**src/sv/adsr_envelope_generator_core_assert.svh**
```systemverilog
// Assertion macros for the envelope generator core.
// Relies on clk and arst_n being visible where the macros are used.
`ifndef ADSR_ENVELOPE_GENERATOR_CORE_ASSERT_SVH
`define ADSR_ENVELOPE_GENERATOR_CORE_ASSERT_SVH

// Same-cycle implication, checked outside reset.
`define ADSR_ASSERT_NOW(lbl, ante, cons) \
	lbl: assert property (@(posedge clk) disable iff (!arst_n) (ante) |-> (cons)) \
		else $error("adsr core: same-cycle check failed");

// Next-cycle implication, checked outside reset.
`define ADSR_ASSERT_NEXT(lbl, ante, cons) \
	lbl: assert property (@(posedge clk) disable iff (!arst_n) (ante) |=> (cons)) \
		else $error("adsr core: next-cycle check failed");

`endif

```
**src/sv/adsr_pkg.sv**
```systemverilog
// Shared constants for the envelope generator core: phase codes and
// configuration register indexes. No dependencies.
`default_nettype none

package adsr_pkg;

	localparam int PHASE_W = 3;

	localparam logic [PHASE_W-1:0] PH_IDLE    = 3'd0;
	localparam logic [PHASE_W-1:0] PH_ATTACK  = 3'd1;
	localparam logic [PHASE_W-1:0] PH_DECAY   = 3'd2;
	localparam logic [PHASE_W-1:0] PH_SUSTAIN = 3'd3;
	localparam logic [PHASE_W-1:0] PH_RELEASE = 3'd4;

	localparam int CFG_IDX_W = 3;

	localparam logic [CFG_IDX_W-1:0] REG_ATTACK_COEFF  = 3'd0;
	localparam logic [CFG_IDX_W-1:0] REG_DECAY_COEFF   = 3'd1;
	localparam logic [CFG_IDX_W-1:0] REG_RELEASE_COEFF = 3'd2;
	localparam logic [CFG_IDX_W-1:0] REG_SUSTAIN_LEVEL = 3'd3;
	localparam logic [CFG_IDX_W-1:0] REG_INVERT_OUTPUT = 3'd4;

endpackage

`default_nettype wire

```
**src/sv/adsr_cfg.sv**
```systemverilog
// Configuration register file of the envelope generator core.
// Depends on adsr_pkg for the register indexes.
`default_nettype none

module adsr_cfg
	import adsr_pkg::*;
#(
	parameter int FRAC_BITS = 16
) (
	input  wire logic                   clk,
	input  wire logic                   arst_n,
	input  wire logic                   cfg_wr_en,
	input  wire logic [CFG_IDX_W-1:0]   cfg_index,
	input  wire logic [FRAC_BITS:0]     cfg_wdata,
	output logic      [FRAC_BITS:0]     attack_coeff,
	output logic      [FRAC_BITS:0]     decay_coeff,
	output logic      [FRAC_BITS:0]     release_coeff,
	output logic      [FRAC_BITS:0]     sustain_level,
	output logic                        invert_output
);

	localparam int W = FRAC_BITS + 1;
	localparam logic [W-1:0] ONE = {1'b1, {FRAC_BITS{1'b0}}};

	logic [W-1:0] attack_q;
	logic [W-1:0] decay_q;
	logic [W-1:0] release_q;
	logic [W-1:0] sustain_q;
	logic         invert_q;

	always_ff @(posedge clk or negedge arst_n) begin
		if (!arst_n) begin
			attack_q  <= ONE;
			decay_q   <= ONE;
			release_q <= ONE;
			sustain_q <= ONE;
			invert_q  <= 1'b0;
		end else if (cfg_wr_en) begin
			unique case (cfg_index)
				REG_ATTACK_COEFF:  attack_q  <= cfg_wdata;
				REG_DECAY_COEFF:   decay_q   <= cfg_wdata;
				REG_RELEASE_COEFF: release_q <= cfg_wdata;
				REG_SUSTAIN_LEVEL: sustain_q <= cfg_wdata;
				REG_INVERT_OUTPUT: invert_q  <= cfg_wdata[0];
				default: ;
			endcase
		end
	end

	assign attack_coeff  = attack_q;
	assign decay_coeff   = decay_q;
	assign release_coeff = release_q;
	assign sustain_level = sustain_q;
	assign invert_output = invert_q;

endmodule

`default_nettype wire

```
**src/sv/adsr_step.sv**
```systemverilog
// Next-state logic of the envelope: flag handling, one shared rounded
// multiply, and the per-phase update. Depends on adsr_pkg for phase codes.
`default_nettype none

module adsr_step
	import adsr_pkg::*;
#(
	parameter int FRAC_BITS = 16
) (
	input  wire logic [PHASE_W-1:0] phase_cur,
	input  wire logic [FRAC_BITS:0] level_cur,
	input  wire logic               note_on,
	input  wire logic               note_off,
	input  wire logic [FRAC_BITS:0] attack_coeff,
	input  wire logic [FRAC_BITS:0] decay_coeff,
	input  wire logic [FRAC_BITS:0] release_coeff,
	input  wire logic [FRAC_BITS:0] sustain_level,
	input  wire logic               invert_output,
	output logic      [PHASE_W-1:0] phase_nxt,
	output logic      [FRAC_BITS:0] level_nxt,
	output logic      [FRAC_BITS:0] level_view
);

	localparam int W  = FRAC_BITS + 1;
	localparam int DW = W + 1;
	localparam int MW = 2 * W + 1;
	localparam int PW = MW + 1;
	localparam int unsigned ONE_INT  = 32'd1 << FRAC_BITS;
	localparam int unsigned ATK_INT  = (11 * ONE_INT + 5) / 10;
	localparam int unsigned SNAP_RAW = (ONE_INT + 500) / 1000;
	localparam int unsigned SNAP_INT = (SNAP_RAW == 0) ? 1 : SNAP_RAW;
	localparam logic [W-1:0]  ONE   = {1'b1, {FRAC_BITS{1'b0}}};
	localparam logic [DW-1:0] ATK_T = DW'(ATK_INT);
	localparam logic [DW-1:0] SNAP  = DW'(SNAP_INT);
	localparam logic [PW-1:0] HALF  = PW'(64'd1 << (FRAC_BITS - 1));

	logic [PHASE_W-1:0] ph_on;
	logic [PHASE_W-1:0] ph_eff;
	logic [W-1:0]       sus;
	logic               above;
	logic [W-1:0]       coeff_sel;
	logic [DW-1:0]      diff_sel;
	logic [MW-1:0]      prod;
	logic [PW-1:0]      rnd;
	logic [DW-1:0]      inc;
	logic [DW-1:0]      lvl_x;
	logic [DW-1:0]      sus_x;
	logic [DW-1:0]      up_sum;
	logic [DW-1:0]      dn_dif;
	logic [DW-1:0]      dec_lvl;
	logic [DW-1:0]      dec_dist;

	function automatic logic [W-1:0] sat_fs(input logic [W-1:0] v);
		return (v > ONE) ? ONE : v;
	endfunction

	// Flags: note_on first, then note_off unless idle.
	assign ph_on  = note_on ? PH_ATTACK : phase_cur;
	assign ph_eff = (note_off && (ph_on != PH_IDLE)) ? PH_RELEASE : ph_on;

	assign sus   = sat_fs(sustain_level);
	assign above = level_cur > sus;
	assign lvl_x = DW'(level_cur);
	assign sus_x = DW'(sus);

	// Pick the operands of the single multiplier by phase.
	always_comb begin
		coeff_sel = '0;
		diff_sel  = '0;
		unique case (ph_eff)
			PH_ATTACK: begin
				coeff_sel = sat_fs(attack_coeff);
				diff_sel  = ATK_T - lvl_x;
			end
			PH_DECAY: begin
				coeff_sel = sat_fs(decay_coeff);
				diff_sel  = above ? (lvl_x - sus_x) : (sus_x - lvl_x);
			end
			PH_RELEASE: begin
				coeff_sel = sat_fs(release_coeff);
				diff_sel  = lvl_x;
			end
			default: ;
		endcase
	end

	assign prod = MW'(coeff_sel) * MW'(diff_sel);
	assign rnd  = PW'(prod) + HALF;
	assign inc  = rnd[FRAC_BITS +: DW];

	assign up_sum   = lvl_x + inc;
	assign dn_dif   = lvl_x - inc;
	assign dec_lvl  = above ? dn_dif : up_sum;
	assign dec_dist = (dec_lvl > sus_x) ? (dec_lvl - sus_x) : (sus_x - dec_lvl);

	always_comb begin
		phase_nxt = PH_IDLE;
		level_nxt = '0;
		unique case (ph_eff)
			PH_ATTACK: begin
				if (up_sum >= DW'(ONE)) begin
					phase_nxt = PH_DECAY;
					level_nxt = ONE;
				end else begin
					phase_nxt = PH_ATTACK;
					level_nxt = up_sum[W-1:0];
				end
			end
			PH_DECAY: begin
				if (dec_dist < SNAP) begin
					phase_nxt = PH_SUSTAIN;
					level_nxt = sus;
				end else begin
					phase_nxt = PH_DECAY;
					level_nxt = dec_lvl[W-1:0];
				end
			end
			PH_SUSTAIN: begin
				phase_nxt = PH_SUSTAIN;
				level_nxt = sus;
			end
			PH_RELEASE: begin
				if (dn_dif < SNAP) begin
					phase_nxt = PH_IDLE;
					level_nxt = '0;
				end else begin
					phase_nxt = PH_RELEASE;
					level_nxt = dn_dif[W-1:0];
				end
			end
			default: begin
				phase_nxt = PH_IDLE;
				level_nxt = '0;
			end
		endcase
	end

	assign level_view = invert_output ? (ONE - level_nxt) : level_nxt;

endmodule

`default_nettype wire

```
**src/sv/adsr_envelope_generator_core.sv**
```systemverilog
// Exponential ADSR envelope generator, one transaction per audio sample.
// Each accepted input passes through the input register, then the result register
// loaded with the new envelope.
// Throughput: 1 transaction per cycle while out_stall does not hold the result
// register; the combinational multiply and update feed the phase and level registers.
// Reset (arst_n low, asynchronous): phase idle, level 0, both stages empty.
`default_nettype none

`include "adsr_envelope_generator_core_assert.svh"

module adsr_envelope_generator_core
	import adsr_pkg::*;
#(
	parameter int FRAC_BITS = 16
) (
	input  wire logic                  clk,
	input  wire logic                  arst_n,
	// configuration write port
	input  wire logic                  cfg_wr_en,
	input  wire logic [CFG_IDX_W-1:0]  cfg_index,
	input  wire logic [FRAC_BITS:0]    cfg_wdata,
	// input channel
	input  wire logic                  in_valid,
	output logic                       in_stall,
	input  wire logic                  note_on,
	input  wire logic                  note_off,
	// output channel
	output logic                       out_valid,
	input  wire logic                  out_stall,
	output logic      [FRAC_BITS:0]    level_out,
	output logic      [PHASE_W-1:0]    phase_out
);

	localparam int W = FRAC_BITS + 1;
	localparam logic [W-1:0] ONE = {1'b1, {FRAC_BITS{1'b0}}};

	// configuration
	logic [W-1:0] attack_coeff;
	logic [W-1:0] decay_coeff;
	logic [W-1:0] release_coeff;
	logic [W-1:0] sustain_level;
	logic         invert_output;

	// input register
	logic valid_s1;
	logic note_on_s1;
	logic note_off_s1;

	// envelope state
	logic [PHASE_W-1:0] phase_q;
	logic [W-1:0]       level_q;

	// result register
	logic               out_valid_q;
	logic [W-1:0]       level_out_q;
	logic [PHASE_W-1:0] phase_out_q;

	// next-state wires
	logic [PHASE_W-1:0] phase_d;
	logic [W-1:0]       level_d;
	logic [W-1:0]       level_view_d;

	logic advance;
	logic in_take;

	adsr_cfg #(
		.FRAC_BITS (FRAC_BITS)
	) u_cfg (
		.clk           (clk),
		.arst_n        (arst_n),
		.cfg_wr_en     (cfg_wr_en),
		.cfg_index     (cfg_index),
		.cfg_wdata     (cfg_wdata),
		.attack_coeff  (attack_coeff),
		.decay_coeff   (decay_coeff),
		.release_coeff (release_coeff),
		.sustain_level (sustain_level),
		.invert_output (invert_output)
	);

	// Advance the held transaction when the result register is free or is
	// being emptied this cycle; the input register refills in the same cycle.
	assign advance  = valid_s1 && !(out_valid_q && out_stall);
	assign in_stall = valid_s1 && out_valid_q && out_stall;
	assign in_take  = in_valid && !in_stall;

	always_ff @(posedge clk or negedge arst_n) begin
		if (!arst_n) begin
			valid_s1 <= 1'b0;
		end else if (in_take) begin
			valid_s1 <= 1'b1;
		end else if (advance) begin
			valid_s1 <= 1'b0;
		end
	end

	// Hold the flags until the transaction moves on.
	always_ff @(posedge clk) begin
		if (in_take) begin
			note_on_s1  <= note_on;
			note_off_s1 <= note_off;
		end
	end

	adsr_step #(
		.FRAC_BITS (FRAC_BITS)
	) u_step (
		.phase_cur     (phase_q),
		.level_cur     (level_q),
		.note_on       (note_on_s1),
		.note_off      (note_off_s1),
		.attack_coeff  (attack_coeff),
		.decay_coeff   (decay_coeff),
		.release_coeff (release_coeff),
		.sustain_level (sustain_level),
		.invert_output (invert_output),
		.phase_nxt     (phase_d),
		.level_nxt     (level_d),
		.level_view    (level_view_d)
	);

	// Commit the envelope state exactly once per transaction.
	always_ff @(posedge clk or negedge arst_n) begin
		if (!arst_n) begin
			phase_q <= PH_IDLE;
			level_q <= '0;
		end else if (advance) begin
			phase_q <= phase_d;
			level_q <= level_d;
		end
	end

	// Result register: load on advance, drop once the consumer takes it.
	always_ff @(posedge clk or negedge arst_n) begin
		if (!arst_n) begin
			out_valid_q <= 1'b0;
		end else if (advance) begin
			out_valid_q <= 1'b1;
		end else if (!out_stall) begin
			out_valid_q <= 1'b0;
		end
	end

	always_ff @(posedge clk) begin
		if (advance) begin
			level_out_q <= level_view_d;
			phase_out_q <= phase_d;
		end
	end

	assign out_valid = out_valid_q;
	assign level_out = level_out_q;
	assign phase_out = phase_out_q;

	// The envelope never leaves the range zero to full scale.
	`ADSR_ASSERT_NOW(a_level_range, 1'b1, level_q <= ONE)
	// Idle always means a silent envelope.
	`ADSR_ASSERT_NOW(a_idle_silent, phase_q == PH_IDLE, level_q == '0)
	// A committed transaction always leaves a result waiting.
	`ADSR_ASSERT_NEXT(a_advance_result, advance, out_valid_q)

endmodule

`default_nettype wire

```
**config.mk**
```make
export PLATFORM = sky130hd
export DESIGN_NAME = adsr_envelope_generator_core
export DESIGN_NICKNAME = d
export VERILOG_FILES = /design/src/sv/adsr_pkg.sv /design/src/sv/adsr_cfg.sv /design/src/sv/adsr_step.sv /design/src/sv/adsr_envelope_generator_core.sv
export VERILOG_INCLUDE_DIRS = /design/src /design/src/sv
export SDC_FILE = /design/constraint.sdc
export NUM_CORES = 1
export LEC_CHECK = 0
export ABC_AREA = 1
export ABC_CLOCK_PERIOD_IN_PS = 14900
export BUFFER_PORTS_ARGS = -buffer_cell sky130_fd_sc_hd__buf_2
export CORE_MARGIN = 2
export CORE_UTILIZATION = 42
export DETAILED_ROUTE_END_ITERATION = 16
export GPL_ROUTABILITY_DRIVEN = 1
export PLACE_DENSITY_LB_ADDON = 0.15
export SYNTH_ARGS = -nofsm -noshare
export SYNTH_HDL_FRONTEND = slang
export SYNTH_HIERARCHICAL = 1
export SYNTH_SLANG_ARGS = --single-unit
```
**constraint.sdc**
```tcl
create_clock -name clk -period 14.9 [get_ports clk]
set_input_delay 2.98 -clock clk [delete_from_list [all_inputs] [get_ports clk]]
set_output_delay 2.98 -clock clk [all_outputs]
set_load 0.05 [all_outputs]
```
# Yosys cells after proc, flatten, opt, wreduce, memory -nomap -nowiden
# Index checks and enable logic that the tools add are counted.
# Widths: inputs -> output; s select.
[totals]
output_inout_bits = 22
in_bits = 27
register_bits = 113
elab_cells = 81
[op_classes]
muxes = 24
add_sub_neg = 9
mul = 1
reduce_logical = 16
eq_ne = 9
order_cmp = 9
[ops]
columns = ["op", "n"]
rows = [
  ["$mux 17", 8],
  ["$gt 17x17->1 const B", 4],
  ["$pmux 17 s4", 1],
  ["$mux 18", 3],
  ["$pmux 18 s3", 1],
  ["$pmux 17 s3", 1],
  ["$lt 18x7->1 const B", 2],
  ["$sub 17x17->18", 2],
  ["$sub 17x18->18", 2],
  ["$add 34x16->34 const B", 1],
  ["$mul 17x18->34", 1],
  ["$add 17x18->18", 1],
  ["$ge 18x17->1 const B", 1],
  ["$gt 18x17->1", 1],
  ["$sub 17x17->18 const A", 1],
  ["$sub 18x17->18", 1],
  ["$gt 17x17->1", 1],
  ["$sub 17x17->17 const A", 1],
  ["$eq 3x2->1 const B", 4],
  ["$pmux 3 s4", 1],
  ["$reduce_and 2->1", 5],
  ["$mux 3", 3],
  ["$eq 3x1->1 const B", 2],
  ["$eq 3x3->1 const B", 2],
  ["8 further kinds", 18],
]

# Depth between registers and ports, before layout
[depth]
word_depth = 17
mapped_depth = 98
ltp_nobuf = 93

# Cells and area by module
# Netlist, hierarchy kept.
[modules_own_cells]
columns = ["mod", "area_per_inst_um2", "seq_area_each_um2", "cells_each", "instances"]
rows = [
  ["adsr_step", 17750.8, 0.0, 2659, 1],
  ["adsr_cfg", 2778.9, 1731.7, 309, 1],
  ["adsr_envelope_generator_core", 1544.0, 1211.2, 119, 1],
]

# Least setup slack after synthesis
# Ideal clock, no wire load.
[synth_timing]
path_kind = "register to register"
start = "register u_cfg.sustain_q[0], in the netlist u_cfg/sustain_level[0]"
end = "register level_out_q[12], in the netlist level_out[12] (data pin)"
slack_ps = 1300
arrival_ps = 13346
n_path_buf = 8
setup_time_ps = 254
required_ps = 14646
period_less_slack_ps = 13600
path_stages_with_launch = 92
path_cell_list = "dfrtp_1 -> nor4_1 -> nand4_1 -> nand2_1 -> nand2_1 -> inv_1 -> ha_1 -> inv_1 -> fa_1 -> nand3_1 -> nand3_2 -> nand2_1 -> nand2_1 -> nand2_2 -> buf_2 -> buf_1 -> buf_1 -> mux2i_1 -> (+56 left out) -> nand2_1 -> inv_2 -> nor2_1 -> nand2_1 -> nor2_4 -> nand2_2 -> buf_6 -> nand2_1 -> nand3_1 -> nand2_1 -> inv_2 -> ha_1 -> nand2_2 -> nor2_4 -> nand2_1 -> nand2_1 -> nand2_1 -> nand2_1"
[synth_between]
elab_chain_cells = 16
word_cells_on_any_way = 25
cone_classes = "add/sub: 8; mul: 1; order compare: 6; mux: 10"
[synth_lines]
columns = ["item", "line_no", "rtl"]
rows = [
  ["from (decl)", "adsr_cfg.sv:28", "logic [W-1:0] sustain_q;"],
  ["from (signal assigned)", "adsr_cfg.sv:43", "REG_SUSTAIN_LEVEL: sustain_q <= cfg_wdata;"],
  ["$gt 17x17->1", "adsr_step.sv:54", "return (v > ONE) ? ONE : v;"],
  ["$mux 17 (*)", "adsr_step.sv:54", ""],
  ["$sub 17x17->18 or $gt 17x17->1 (tied branches)", "adsr_step.sv:77, adsr_step.sv:62", ""],
  ["$mux 18", "adsr_step.sv:77", "diff_sel = above ? (lvl_x - sus_x) : (sus_x - lvl_x);"],
  ["$pmux 18 s3", "adsr_step.sv:70", "unique case (ph_eff)"],
  ["$mul 17x18->34", "adsr_step.sv:87", "assign prod = MW'(coeff_sel) * MW'(diff_sel);"],
  ["$add 34x16->34", "adsr_step.sv:88", "assign rnd = PW'(prod) + HALF;"],
  ["$add 17x18->18 or $sub 17x18->18 (tied branches)", "adsr_step.sv:91, adsr_step.sv:92", ""],
  ["(+2 left out)", "n/a", ""],
  ["$mux 18", "adsr_step.sv:94", "assign dec_dist = (dec_lvl > sus_x) ? (dec_lvl - sus_x) : (sus_x - dec_lvl);"],
  ["$lt 18x7->1", "adsr_step.sv:110", "if (dec_dist < SNAP) begin"],
  ["$mux 17", "adsr_step.sv:110", ""],
  ["$pmux 17 s4 (*)", "adsr_step.sv:99", "unique case (ph_eff)"],
  ["net level_d[0]", "adsr_envelope_generator_core.sv:60", "logic [W-1:0] level_d;"],
  ["$sub 17x17->17 (*)", "adsr_step.sv:138", "assign level_view = invert_output ? (ONE - level_nxt) : level_nxt;"],
  ["$mux 17 (*)", "adsr_step.sv:138", ""],
  ["net level_view_d[12]", "adsr_envelope_generator_core.sv:61", "logic [W-1:0] level_view_d;"],
  ["to (signal assigned)", "adsr_envelope_generator_core.sv:146", "level_out_q <= level_view_d;"],
  ["to (decl)", "adsr_envelope_generator_core.sv:55", "logic [W-1:0] level_out_q;"],
]
# The timed path passes the listed nets; every way through them passes the cells marked *.
# A chain may end at the register's enable or synchronous reset.

# Worst setup path after layout
# Same ends and word-level chain as after synthesis.

==> impl_metrics.ini <==
[finish]
fillCellCount = 5269
diodes = 0
nNetsFinal = 3848
multiInputGateArea_mm2 = 0.01703
regArea_mm2 = 0.002943
areaGrowthSynthToFinish_pct = 18.97
drive_gt1_frac = 0.1820

[timing]
final.min_clock_period_ns = 14.29
skew_ns = 0.01309
whs_ns = 0.4725
setup_viol = 0
finalHoldViolations = 0
relSlewSlack = 0.3855
tightest_slew_ns = 0.9218
period_share = 0.9587
fmax_mhz = 70.00
slew_viol_final = 0

[cts]
clock-sinks = 113
cts_tree = done
cts-htree-levels = 4
clock_path_buffers = 2
cts_root_buffer = clkbuf_16
cts_buffers = 17
insertion_delay_ns = 0.43
cts.clk_slew.worst_paths_ns = 0.06

[critical_path]
worstSetupPathType = flop to flop
reg2reg_from = u_cfg/sustain_level[0]
required_ns = 15.08
r2r_slack_ns = 0.61
critPathMaxFanout = 9
rr_endpoint = level_out[12]
r2r_cells = 73
startpoint = u_cfg/sustain_level[0]
worst_path_most_repeated_cell = nand2_1
worstPathArrival_ns = 14.46
end_kind = flop
crit_path_start_kind = flop
cpPeakStageDelay_ns = 0.52
crit_path_end = level_out[12]
crit_path_top_delay_cell = fa_1

[floorplan]
start_util = 0.4226
rows = 84
fp.dieW_um = 233.3
dieHeight_um = 233.3
ios = 49
dieArea_mm2 = 0.05441
coreArea_mm2 = 0.05224

[synthesis]
synth_nets = 3579
synth_seq_cells = 113
syn-cell-area_mm2 = 0.02207
synth.most_common_cell = nand2_1
yosys.area.top_type = fa_1
synth_edf_count = 22
ys_types = 67
synthFlopType = dfrtp_1
synth_common_cells = nand2_1, inv_1, nor2_1
syn_inst = 3087
ys_seq_area_frac = 0.1333
avgSynthCellArea_um2 = 7.151
synth_top_area_share = 0.2213
yosysWarningCount = 6
async_reset_ff_frac = 0.8053
synth_area_leaders = fa_1, ha_1, nand2_1, inv_1, dfrtp_1

[route]
wirelength_mm = 81.35
drt-pass1-iter-count = 5
routed_via_density = 5.338
via_count = 21660
final_antenna_net_count = 0
wl_per_cell_um = 20.05
drt-initial-drc-count = 2010
drc = 0

[status]
run_status = finished clean

[flow_run]
cap_violations = 0

[global_routing]
grt.overflow.total = 0
grt_max_degree = 64
grt_pass1_vias = 21040
grt_first_pass_wirelength_mm = 124.3
grt_use_total = 0.3010
antenna_found_initial = 0

[hold_path]
hold_depth = 2
hold_path.class = flop to flop

[placement]
dpl.hpwl_mm = 68.07
port_buffers = 48
gp_congestion = 1.056
how the worst min path moves through the flow:
stage	start	end	slack [ns]
floorplan	u_cfg/decay_coeff[12]	u_cfg/decay_coeff[12]	0.44
global placement	u_cfg/decay_coeff[13]	u_cfg/decay_coeff[13]	0.46
finish	u_cfg/decay_coeff[12]	u_cfg/decay_coeff[12]	0.47
CTS	u_cfg/decay_coeff[12]	u_cfg/decay_coeff[12]	0.48
detailed placement	u_cfg/decay_coeff[12]	u_cfg/decay_coeff[12]	0.46
global route	u_cfg/decay_coeff[12]	u_cfg/decay_coeff[12]	0.49
repair_timing:
action	CTS	global route
buffers inserted	1	10
resized for setup	21	161
pin swaps	1	35
setup endpoints to repair	36	36
hold buffers	0	0
gates cloned	0	4
final cells by class:
| type | count | share of cell area |
|---|---|---|
| multi-input combinational | 2265 | 0.6485 |
| sequential | 113 | 0.1121 |
| timing repair buffer | 337 | 0.09448 |
| inverter | 622 | 0.08909 |
| tap | 688 | 0.03278 |
| clock buffer | 19 | 0.01725 |
| clock inverter | 13 | 0.005813 |
worst max-delay path: cells and delay by family, from the launching register on:
| kind | cells | cell delay (ns) |
|---|---|---|
| AO/OA/AOI/OAI | 8 | 1.40 |
| XOR/XNOR | 2 | 0.41 |
| adder cells (fa/ha/maj) | 10 | 4.48 |
| buffers and inverters | 13 | 1.41 |
| flip-flops | 1 | 0.42 |
| multiplexers | 1 | 0.29 |
| AND/OR/NAND/NOR | 39 | 5.62 |
state kept, by name (all words and copies together) (netlist names):
| signal | cells |
|---|---|
| level_out | 17 |
| level_q | 17 |
| note_off_s1 | 1 |
| note_on_s1 | 1 |
| out_valid | 1 |
| phase_out | 3 |
| phase_q | 3 |
| u_cfg/attack_coeff | 17 |
| u_cfg/decay_coeff | 17 |
| u_cfg/invert_output | 1 |
| u_cfg/release_coeff | 17 |
| u_cfg/sustain_level | 17 |
| valid_s1 | 1 |
cells by family after synthesis:
logic type | count (synthesis) | synth area share
adder cells (fa/ha/maj) | 465 | 0.3466
flip-flops | 113 | 0.1333
buffers and inverters | 711 | 0.1263
multiplexers | 3 | 0.001360
AND/OR/NAND/NOR | 1342 | 0.2604
XOR/XNOR | 86 | 0.03412
AO/OA/AOI/OAI | 367 | 0.09789
routing by layer:
metal  wire length [um]  GRT usage  vias to the layer above  share of wire
met5                  0          0                        -              0
met4               1843    0.06708                        0          0.023
met3               6398    0.04211                       96          0.079
met2              35830     0.4621                      838           0.44
met1              37280     0.4467                    10610           0.46
li1                   -          -                    10110              -
cell usage in the layout (no fill, tap or decap), types with 55 or more instances in the layout:
master   Yosys  layout
nand2_1    719     699
inv_1      590     579
nor2_1     307     291
buf_4        5     280
fa_1       244     243
ha_1       221     207
nand3_1    179     176
a21oi_1    150     134
dfrtp_1     87      87
o21ai_0     96      79
xor2_1      65      55
metrics by stage:
step | instance area (um2) | std cells | setup TNS [ns] | setup WS (ns) | utilization
after global routing | 26260 | 4057 | -0.6211 | -0.09680 | 0.5028
after detailed placement | 24860 | 4010 | -25.47 | -1.047 | 0.4759
after CTS | 25530 | 4043 | 0 | 0.01277 | 0.4887
final | 26260 | 4057 | 0 | 0.6149 | 0.5028
after floorplan | 22070 | 3087 | 0 | 1.300 | -
after global placement | 24860 | 4010 | -28.68 | -1.119 | 0.4759
Power is not shown: default switching activity piles up to over one toggle a cycle in this logic, so the estimate is an artifact.
